===== src/design/bcd_time_of_day_setter_assert.svh =====
// Assertion macros shared by the time setter RTL.
// Depends on nothing; included by the modules that carry assertions.
`ifndef BCD_TIME_OF_DAY_SETTER_ASSERT_SVH
`define BCD_TIME_OF_DAY_SETTER_ASSERT_SVH

// Property that must hold in the same cycle.
`define BCDT_ASSERT(name, clk, rst_n, prop, msg) \
  name: assert property (@(posedge clk) disable iff (!rst_n) (prop)) else $error(msg);

// Condition in one cycle implies a result in the next cycle.
`define BCDT_ASSERT_NEXT(name, clk, rst_n, pre, post, msg) \
  name: assert property (@(posedge clk) disable iff (!rst_n) (pre) |=> (post)) \
    else $error(msg);

`endif


===== src/design/bcdt_pkg.sv =====
// Types and codes for the BCD time-of-day setter.
// Has no dependencies; used by every module of the block.
package bcdt_pkg;

  typedef enum logic [3:0] {
    CMD_HT_UP  = 4'd0,
    CMD_HT_DN  = 4'd1,
    CMD_HU_UP  = 4'd2,
    CMD_HU_DN  = 4'd3,
    CMD_MT_UP  = 4'd4,
    CMD_MT_DN  = 4'd5,
    CMD_MU_UP  = 4'd6,
    CMD_MU_DN  = 4'd7,
    CMD_OK     = 4'd8,
    CMD_CANCEL = 4'd9,
    CMD_LOAD   = 4'd10,
    CMD_CLEAR  = 4'd11,
    CMD_REOPEN = 4'd12
  } cmd_e;

  typedef enum logic [1:0] {
    ST_EDIT   = 2'd0,
    ST_OK     = 2'd1,
    ST_CANCEL = 2'd2
  } status_e;

  localparam logic [4:0] MaxHour   = 5'd23;
  localparam logic [5:0] MaxMinute = 6'd59;

  typedef struct packed {
    logic [3:0] cmd;
    logic [4:0] load_hour;
    logic [5:0] load_minute;
  } in_item_t;

  typedef struct packed {
    logic [1:0] hour_tens_digit;
    logic [3:0] hour_units_digit;
    logic [2:0] minute_tens_digit;
    logic [3:0] minute_units_digit;
    logic [4:0] hours_binary;
    logic [5:0] minutes_binary;
    logic [1:0] entry_status;
  } out_item_t;

  typedef struct packed {
    logic [1:0] ht;
    logic [3:0] hu;
    logic [2:0] mt;
    logic [3:0] mu;
  } time_t;

endpackage


===== src/design/bcdt_in_stage.sv =====
// Input register of the time setter: holds one accepted command.
// Depends on bcdt_pkg for the input item type.
module bcdt_in_stage import bcdt_pkg::*; (
  input  logic     clk_i,
  input  logic     rst_ni,
  input  logic     in_valid_i,
  output logic     in_stall_o,
  input  in_item_t in_data_i,
  input  logic     advance_i,
  output logic     item_valid_o,
  output in_item_t item_o
);

  logic     valid_q;
  in_item_t data_q;

  assign in_stall_o   = valid_q && !advance_i;
  assign item_valid_o = valid_q;
  assign item_o       = data_q;

  always_ff @(posedge clk_i or negedge rst_ni) begin
    if (!rst_ni) begin
      valid_q <= 1'b0;
    end else if (!in_stall_o) begin
      valid_q <= in_valid_i;
    end
  end

  always_ff @(posedge clk_i) begin
    if (in_valid_i && !in_stall_o) begin
      data_q <= in_data_i;
    end
  end

endmodule


===== src/design/bcdt_next.sv =====
// Next time and status for one command: digit steps, load, ok, cancel, clear
// and reopen. Depends on bcdt_pkg for the command codes and the time type.
module bcdt_next import bcdt_pkg::*; (
  input  time_t    cur_time_i,
  input  status_e  cur_status_i,
  input  in_item_t item_i,
  output time_t    next_time_o,
  output status_e  next_status_o
);

  logic       edit;
  logic [1:0] ht;
  logic [3:0] hu;
  logic [2:0] mt;
  logic [3:0] mu;
  logic [1:0] ld_ht;
  logic [4:0] ld_hu;
  logic [2:0] ld_mt;
  logic [5:0] ld_mu;
  logic       ld_ok;

  assign edit = (cur_status_i == ST_EDIT);
  assign ht   = cur_time_i.ht;
  assign hu   = cur_time_i.hu;
  assign mt   = cur_time_i.mt;
  assign mu   = cur_time_i.mu;
  assign ld_ok = (item_i.load_hour <= MaxHour) && (item_i.load_minute <= MaxMinute);

  always_comb begin
    priority if (item_i.load_hour >= 5'd20) begin
      ld_ht = 2'd2;
      ld_hu = item_i.load_hour - 5'd20;
    end else if (item_i.load_hour >= 5'd10) begin
      ld_ht = 2'd1;
      ld_hu = item_i.load_hour - 5'd10;
    end else begin
      ld_ht = 2'd0;
      ld_hu = item_i.load_hour;
    end
  end

  always_comb begin
    priority if (item_i.load_minute >= 6'd50) begin
      ld_mt = 3'd5;
      ld_mu = item_i.load_minute - 6'd50;
    end else if (item_i.load_minute >= 6'd40) begin
      ld_mt = 3'd4;
      ld_mu = item_i.load_minute - 6'd40;
    end else if (item_i.load_minute >= 6'd30) begin
      ld_mt = 3'd3;
      ld_mu = item_i.load_minute - 6'd30;
    end else if (item_i.load_minute >= 6'd20) begin
      ld_mt = 3'd2;
      ld_mu = item_i.load_minute - 6'd20;
    end else if (item_i.load_minute >= 6'd10) begin
      ld_mt = 3'd1;
      ld_mu = item_i.load_minute - 6'd10;
    end else begin
      ld_mt = 3'd0;
      ld_mu = item_i.load_minute;
    end
  end

  always_comb begin
    next_time_o   = cur_time_i;
    next_status_o = cur_status_i;
    unique case (item_i.cmd)
      CMD_HT_UP: begin
        if (edit && (ht < 2'd1 || (ht == 2'd1 && hu < 4'd4))) begin
          next_time_o.ht = ht + 2'd1;
        end
      end
      CMD_HT_DN: begin
        if (edit && ht != 2'd0) begin
          next_time_o.ht = ht - 2'd1;
        end
      end
      CMD_HU_UP: begin
        if (edit) begin
          if (hu < 4'd9) begin
            if (ht < 2'd2 || hu < 4'd3) begin
              next_time_o.hu = hu + 4'd1;
            end else begin
              next_time_o.hu = 4'd0;
              next_time_o.ht = 2'd0;
            end
          end else begin
            if (ht < 2'd2) begin
              next_time_o.ht = ht + 2'd1;
            end
            next_time_o.hu = 4'd0;
          end
        end
      end
      CMD_HU_DN: begin
        if (edit) begin
          if (hu != 4'd0) begin
            next_time_o.hu = hu - 4'd1;
          end else if (ht != 2'd0) begin
            next_time_o.ht = ht - 2'd1;
            next_time_o.hu = 4'd9;
          end else begin
            next_time_o.ht = 2'd2;
            next_time_o.hu = 4'd3;
          end
        end
      end
      CMD_MT_UP: begin
        if (edit && mt < 3'd5) begin
          next_time_o.mt = mt + 3'd1;
        end
      end
      CMD_MT_DN: begin
        if (edit && mt != 3'd0) begin
          next_time_o.mt = mt - 3'd1;
        end
      end
      CMD_MU_UP: begin
        if (edit) begin
          if (mu < 4'd9) begin
            next_time_o.mu = mu + 4'd1;
          end else if (mt < 3'd5) begin
            next_time_o.mt = mt + 3'd1;
            next_time_o.mu = 4'd0;
          end else begin
            next_time_o.mt = 3'd0;
            next_time_o.mu = 4'd0;
          end
        end
      end
      CMD_MU_DN: begin
        if (edit) begin
          if (mu != 4'd0) begin
            next_time_o.mu = mu - 4'd1;
          end else if (mt != 3'd0) begin
            next_time_o.mt = mt - 3'd1;
            next_time_o.mu = 4'd9;
          end else begin
            next_time_o.mt = 3'd5;
            next_time_o.mu = 4'd9;
          end
        end
      end
      CMD_OK: begin
        if (edit) begin
          next_status_o = ST_OK;
        end
      end
      CMD_CANCEL: begin
        if (edit) begin
          next_status_o = ST_CANCEL;
        end
      end
      CMD_LOAD: begin
        if (ld_ok) begin
          next_time_o.ht = ld_ht;
          next_time_o.hu = ld_hu[3:0];
          next_time_o.mt = ld_mt;
          next_time_o.mu = ld_mu[3:0];
        end
      end
      CMD_CLEAR: begin
        next_status_o = ST_EDIT;
      end
      CMD_REOPEN: begin
        next_time_o   = '0;
        next_status_o = ST_EDIT;
      end
      default: begin
      end
    endcase
  end

endmodule


===== src/design/bcd_time_of_day_setter.sv =====
// BCD time-of-day setter. Each command transfer steps, loads, confirms,
// cancels, clears or reopens a 24-hour time kept as four BCD digits and
// returns one result transfer with the digits, the binary hour and minute,
// and the entry status. One command is taken every clock cycle unless the
// output stalls; its result passes through the input register, then the
// time and result registers, which update together. Depends on bcdt_pkg,
// bcdt_in_stage, bcdt_next and the assertion macro header.
`include "bcd_time_of_day_setter_assert.svh"

module bcd_time_of_day_setter import bcdt_pkg::*; (
  input  logic      clk_i,
  input  logic      rst_ni,
  input  logic      in_valid_i,
  output logic      in_stall_o,
  input  in_item_t  in_data_i,
  output logic      out_valid_o,
  input  logic      out_stall_i,
  output out_item_t out_data_o
);

  logic      item_valid;
  in_item_t  item;
  logic      advance;
  time_t     time_q;
  time_t     time_d;
  status_e   status_q;
  status_e   status_d;
  logic      out_valid_q;
  out_item_t out_data_q;
  out_item_t out_data_d;

  assign advance = item_valid && (!out_valid_q || !out_stall_i);

  bcdt_in_stage u_in_stage (
    .clk_i        (clk_i),
    .rst_ni       (rst_ni),
    .in_valid_i   (in_valid_i),
    .in_stall_o   (in_stall_o),
    .in_data_i    (in_data_i),
    .advance_i    (advance),
    .item_valid_o (item_valid),
    .item_o       (item)
  );

  bcdt_next u_next (
    .cur_time_i    (time_q),
    .cur_status_i  (status_q),
    .item_i        (item),
    .next_time_o   (time_d),
    .next_status_o (status_d)
  );

  always_comb begin
    out_data_d.hour_tens_digit    = time_d.ht;
    out_data_d.hour_units_digit   = time_d.hu;
    out_data_d.minute_tens_digit  = time_d.mt;
    out_data_d.minute_units_digit = time_d.mu;
    out_data_d.hours_binary       = ({3'b0, time_d.ht} << 3) + ({3'b0, time_d.ht} << 1)
                                    + {1'b0, time_d.hu};
    out_data_d.minutes_binary     = ({3'b0, time_d.mt} << 3) + ({3'b0, time_d.mt} << 1)
                                    + {2'b0, time_d.mu};
    out_data_d.entry_status       = status_d;
  end

  always_ff @(posedge clk_i or negedge rst_ni) begin
    if (!rst_ni) begin
      time_q      <= '0;
      status_q    <= ST_EDIT;
      out_valid_q <= 1'b0;
    end else begin
      if (advance) begin
        time_q   <= time_d;
        status_q <= status_d;
      end
      if (!out_valid_q || !out_stall_i) begin
        out_valid_q <= item_valid;
      end
    end
  end

  always_ff @(posedge clk_i) begin
    if (advance) begin
      out_data_q <= out_data_d;
    end
  end

  assign out_valid_o = out_valid_q;
  assign out_data_o  = out_data_q;

  `BCDT_ASSERT(a_digits_range, clk_i, rst_ni, time_q.ht <= 2'd2 && time_q.hu <= 4'd9 && time_q.mt <= 3'd5 && time_q.mu <= 4'd9, "time digit out of range")
  `BCDT_ASSERT(a_out_binary, clk_i, rst_ni, !out_valid_o || (out_data_o.hours_binary <= MaxHour && out_data_o.minutes_binary <= MaxMinute), "binary time out of range")
  `BCDT_ASSERT_NEXT(a_reopen, clk_i, rst_ni, advance && item.cmd == CMD_REOPEN, time_q == '0 && status_q == ST_EDIT, "reopen did not clear the entry")
  `BCDT_ASSERT_NEXT(a_ok_closed, clk_i, rst_ni, advance && item.cmd == CMD_OK && status_q != ST_EDIT, $stable(status_q), "ok changed a finished entry")

endmodule

===== config.mk =====
export PLATFORM = sky130hd
export DESIGN_NAME = bcd_time_of_day_setter
export DESIGN_NICKNAME = d
export VERILOG_FILES = /design/src/design/bcdt_pkg.sv /design/src/design/bcdt_in_stage.sv /design/src/design/bcdt_next.sv /design/src/design/bcd_time_of_day_setter.sv
export VERILOG_INCLUDE_DIRS = /design/src /design/src/design
export SDC_FILE = /design/constraint.sdc
export NUM_CORES = 1
export LEC_CHECK = 0
export ABC_AREA = 1
export BUFFER_PORTS_ARGS = -buffer_cell sky130_fd_sc_hd__buf_2
export CAP_MARGIN = 20
export CORE_ASPECT_RATIO = 0.5
export CORE_UTILIZATION = 35
export CTS_CLUSTER_DIAMETER = 30
export DETAILED_ROUTE_END_ITERATION = 8
export HOLD_SLACK_MARGIN = 0.15
export REMOVE_ABC_BUFFERS = 1
export SLEW_MARGIN = 20
export SYNTH_ARGS = -nofsm -noshare
export SYNTH_HDL_FRONTEND = slang
export SYNTH_SLANG_ARGS = --single-unit
export TNS_END_PERCENT = 30

===== constraint.sdc =====
create_clock -name clk_i -period 2.95 [get_ports clk_i]
set_input_delay 0.295 -clock clk_i [delete_from_list [all_inputs] [get_ports clk_i]]
set_output_delay 0.295 -clock clk_i [all_outputs]
set_load 0.01 [all_outputs]

==> reports/qor.txt <==
commonest non-fill, non-tap cell in the layout - nand2_1
reg2reg path depth - 16
Finished Layout Cells - 776
ant diodes - 0
FF+latch count, synth - 56
die area - 0.0121 mm2
root buf cell - clkbuf_16
final hold violation count - 0
Max VDD drop - 381 uV
per-cell routed wire length - 13.2 um
run status - finished, violations left
final net count - 681
top cell type's share of synthesized area - 28.8%
fin crit period - 3.03 ns
Post-Place Worst Slack - -0.155 ns
RSZ-0062 raised after global routing - yes
Area contributors post-synth - edfxtp_1 29%, nand2_1 13%, dfrtp_1 10%, ha_1 8.9%, inv_1 5.5%
Starting Density - 36.5%
clk slew on worst S/H paths - 0.08 ns
Yosys cell types - 38
Req. time, crit path - 3.01 ns
Slew @ Worst Pin - 0.587 ns
CP arrival - 3.09 ns
Synth Flop Type - edfxtp_1
Slew HR - 60.8%
CP Class - reg -> reg
number of I/O port buffers - 46
IO Pins - 47
Post-synth ARST share - 30.4%
CTS HTree Levels - 2
hold_sp - in_data_i[8]
global placer's final weighted congestion - 0.890
synthesized instance count - 519
CP Max Fanout - 4
mapped cell area - 0.00407 mm2
failing checks - setup timing
vias in the first global route - 3486
first-pass GRT wire length - 16600 um
Std-Cell Rows - 27
Hold Path Depth - 1
tightest hold margin - 0.161 ns
FMAX - 330 MHz
chip width - 155 um
Initial DRC Count - 293
clk buf depth - 2
Synth area leader - edfxtp_1
Leak Pwr - 2.57 nW
clock skew - 0.00566 ns
Total Wirelength - 10300 um
core area - 0.0111 mm2
Final Max Tran Viols - 0
Post-Syn Area per Cell - 7.85 um2
die span in y - 78.3 um
Hold Path Class - in -> reg
synthesis-to-layout area growth - 32.0%
GRT Total Usage - 17.3%
final setup margin - -0.0777 ns
initial antenna violation count - 0
dpl cells - 751
commonest non-fill, non-tap cells in the layout - 132 x nand2_1, 60 x buf_4, 53 x inv_1
First-pass DRT Iterations - 4
Synth Warn # - 0
Inserted Clock Buffers - 5
design area - 0.00538 mm2
clock sinks - 56
final setup vio count - 3
vias per cell - 4.87
CTS tree - built
FF-to-FF Start - u_in_stage.item_o[2]
detailed-route via count - 3782
grt total ovfl - 0
Critical Path End Type - register
startpoint class of the critical path - register
CP startpoint - u_in_stage.item_o[2]
Seq/Total Area, Yosys - 39.2%
share of cells above drive strength 1 - 32.8%
ANT nets after route - 0
Final period util - 103%
power density over the cells - 824 mW/mm2
Post-DP HPWL - 7560 um
total power - 4.43 mW
Skew-Pair Late Insertion Delay - 0.30 ns
max-cap violations - 0
EDFF count, synth - 39
DRC Markers - 0
pin count of the biggest net entering global routing - 30
dpl cell area - 0.00481 mm2
==> Yosys cell counts, drive strengths merged (3+ instances only) <==
master / number
o21ai: 42
a21oi: 22
edfxtp: 39
nand3: 39
a31oi: 4
nor3: 4
ha: 29
dfrtp: 17
buf: 9
xor2: 6
fa: 3
nor2: 56
o211ai: 9
inv: 71
nand2: 148
nand4: 5
==> cell families (layout without fill, tap and decap cells) <==
family	count (synthesis)	count (layout)	share of synthesized area (%)
and+or+nand+nor	258	258	28.5
buffers and inverters	83	195	8.63
AOI/OAI and AO/OA	82	82	11.5
DFF	56	56	39.2
adders and majority gates	32	32	10.4
xor gates and xnor gates	8	8	1.72
==> per-stage QoR <==
step,setup TNS (ns),util (%)
final,-0.163,48.2
after floorplan,-0.380,-
after detailed placement,-0.263,43.2
after global routing,-0.705,48.2
after CTS,-0.00704,46.1
after global placement,-0.0980,43.2
==> worst paths after layout <==
kind	to	slack, ns
hold reg to reg	out_valid_o	0.50
setup reg to reg	out_data_o[6]	-0.08
hold / removal	u_in_stage.item_o[8]	0.16
max in group asynchronous	time_q[8]	2.17
min in group asynchronous	time_q[5]	0.47
setup / recovery	out_data_o[6]	-0.08
==> worst max-delay path, stage by stage (launching register included) <==
cell and delay (ns):
edfxtp_1 0.49, inv_4 0.16, ha_4 0.14, nand3_2 0.10, a31oi_4 0.23, inv_2 0.08, nor2_2 0.10, nor2_1 0.05
nand2_1 0.05, nand2_1 0.06, nand3_2 0.08, inv_2 0.05, fa_1 0.54, inv_2 0.06, buf_4 0.13, fa_2 0.32
xor2_1 0.14
==> flip-flops by register name (all words and copies together), names as in the netlist <==
signal / cells
out_data_o: 24
u_in_stage.item_o: 15
time_q: 13
status_q: 2
out_valid_o: 1
u_in_stage.item_valid_o: 1
==> final cells by class <==
class                   count  area [um2]
flip-flops and latches     56        1600
fillers                  1082        5770
well taps                 145         181
multi-input cells         380        2380
clock buffers               5         125
inverters                  72         278
clock inverters             3        27.5
repair buffers            115         787
==> power breakdown <==
part           switching, mW  internal [mW]
sequential             0.170           1.14
combinational           1.44           1.05
clock                  0.311          0.323
total                   1.92           2.51
==> routing by layer <==
metal	track usage [%]	vias to the layer above	routed length, um
li1	-	1932	-
met5	0	-	0
met4	4.55	0	153
met1	24.1	1756	5120
met2	27.9	79	4590
met3	2.98	15	395
==> what timing repair did <==
action                                  4_1_cts  5_1_grt
gates resized for setup                      25       40
hold endpoints to repair                     17        2
pin swaps                                    17       24
hold buffers                                  1        2
cloned                                        0        0
endpoints found under the setup margin        3        5
setup buffers                                 7        7
No activity file was read; power rests on OpenSTA's default activity.
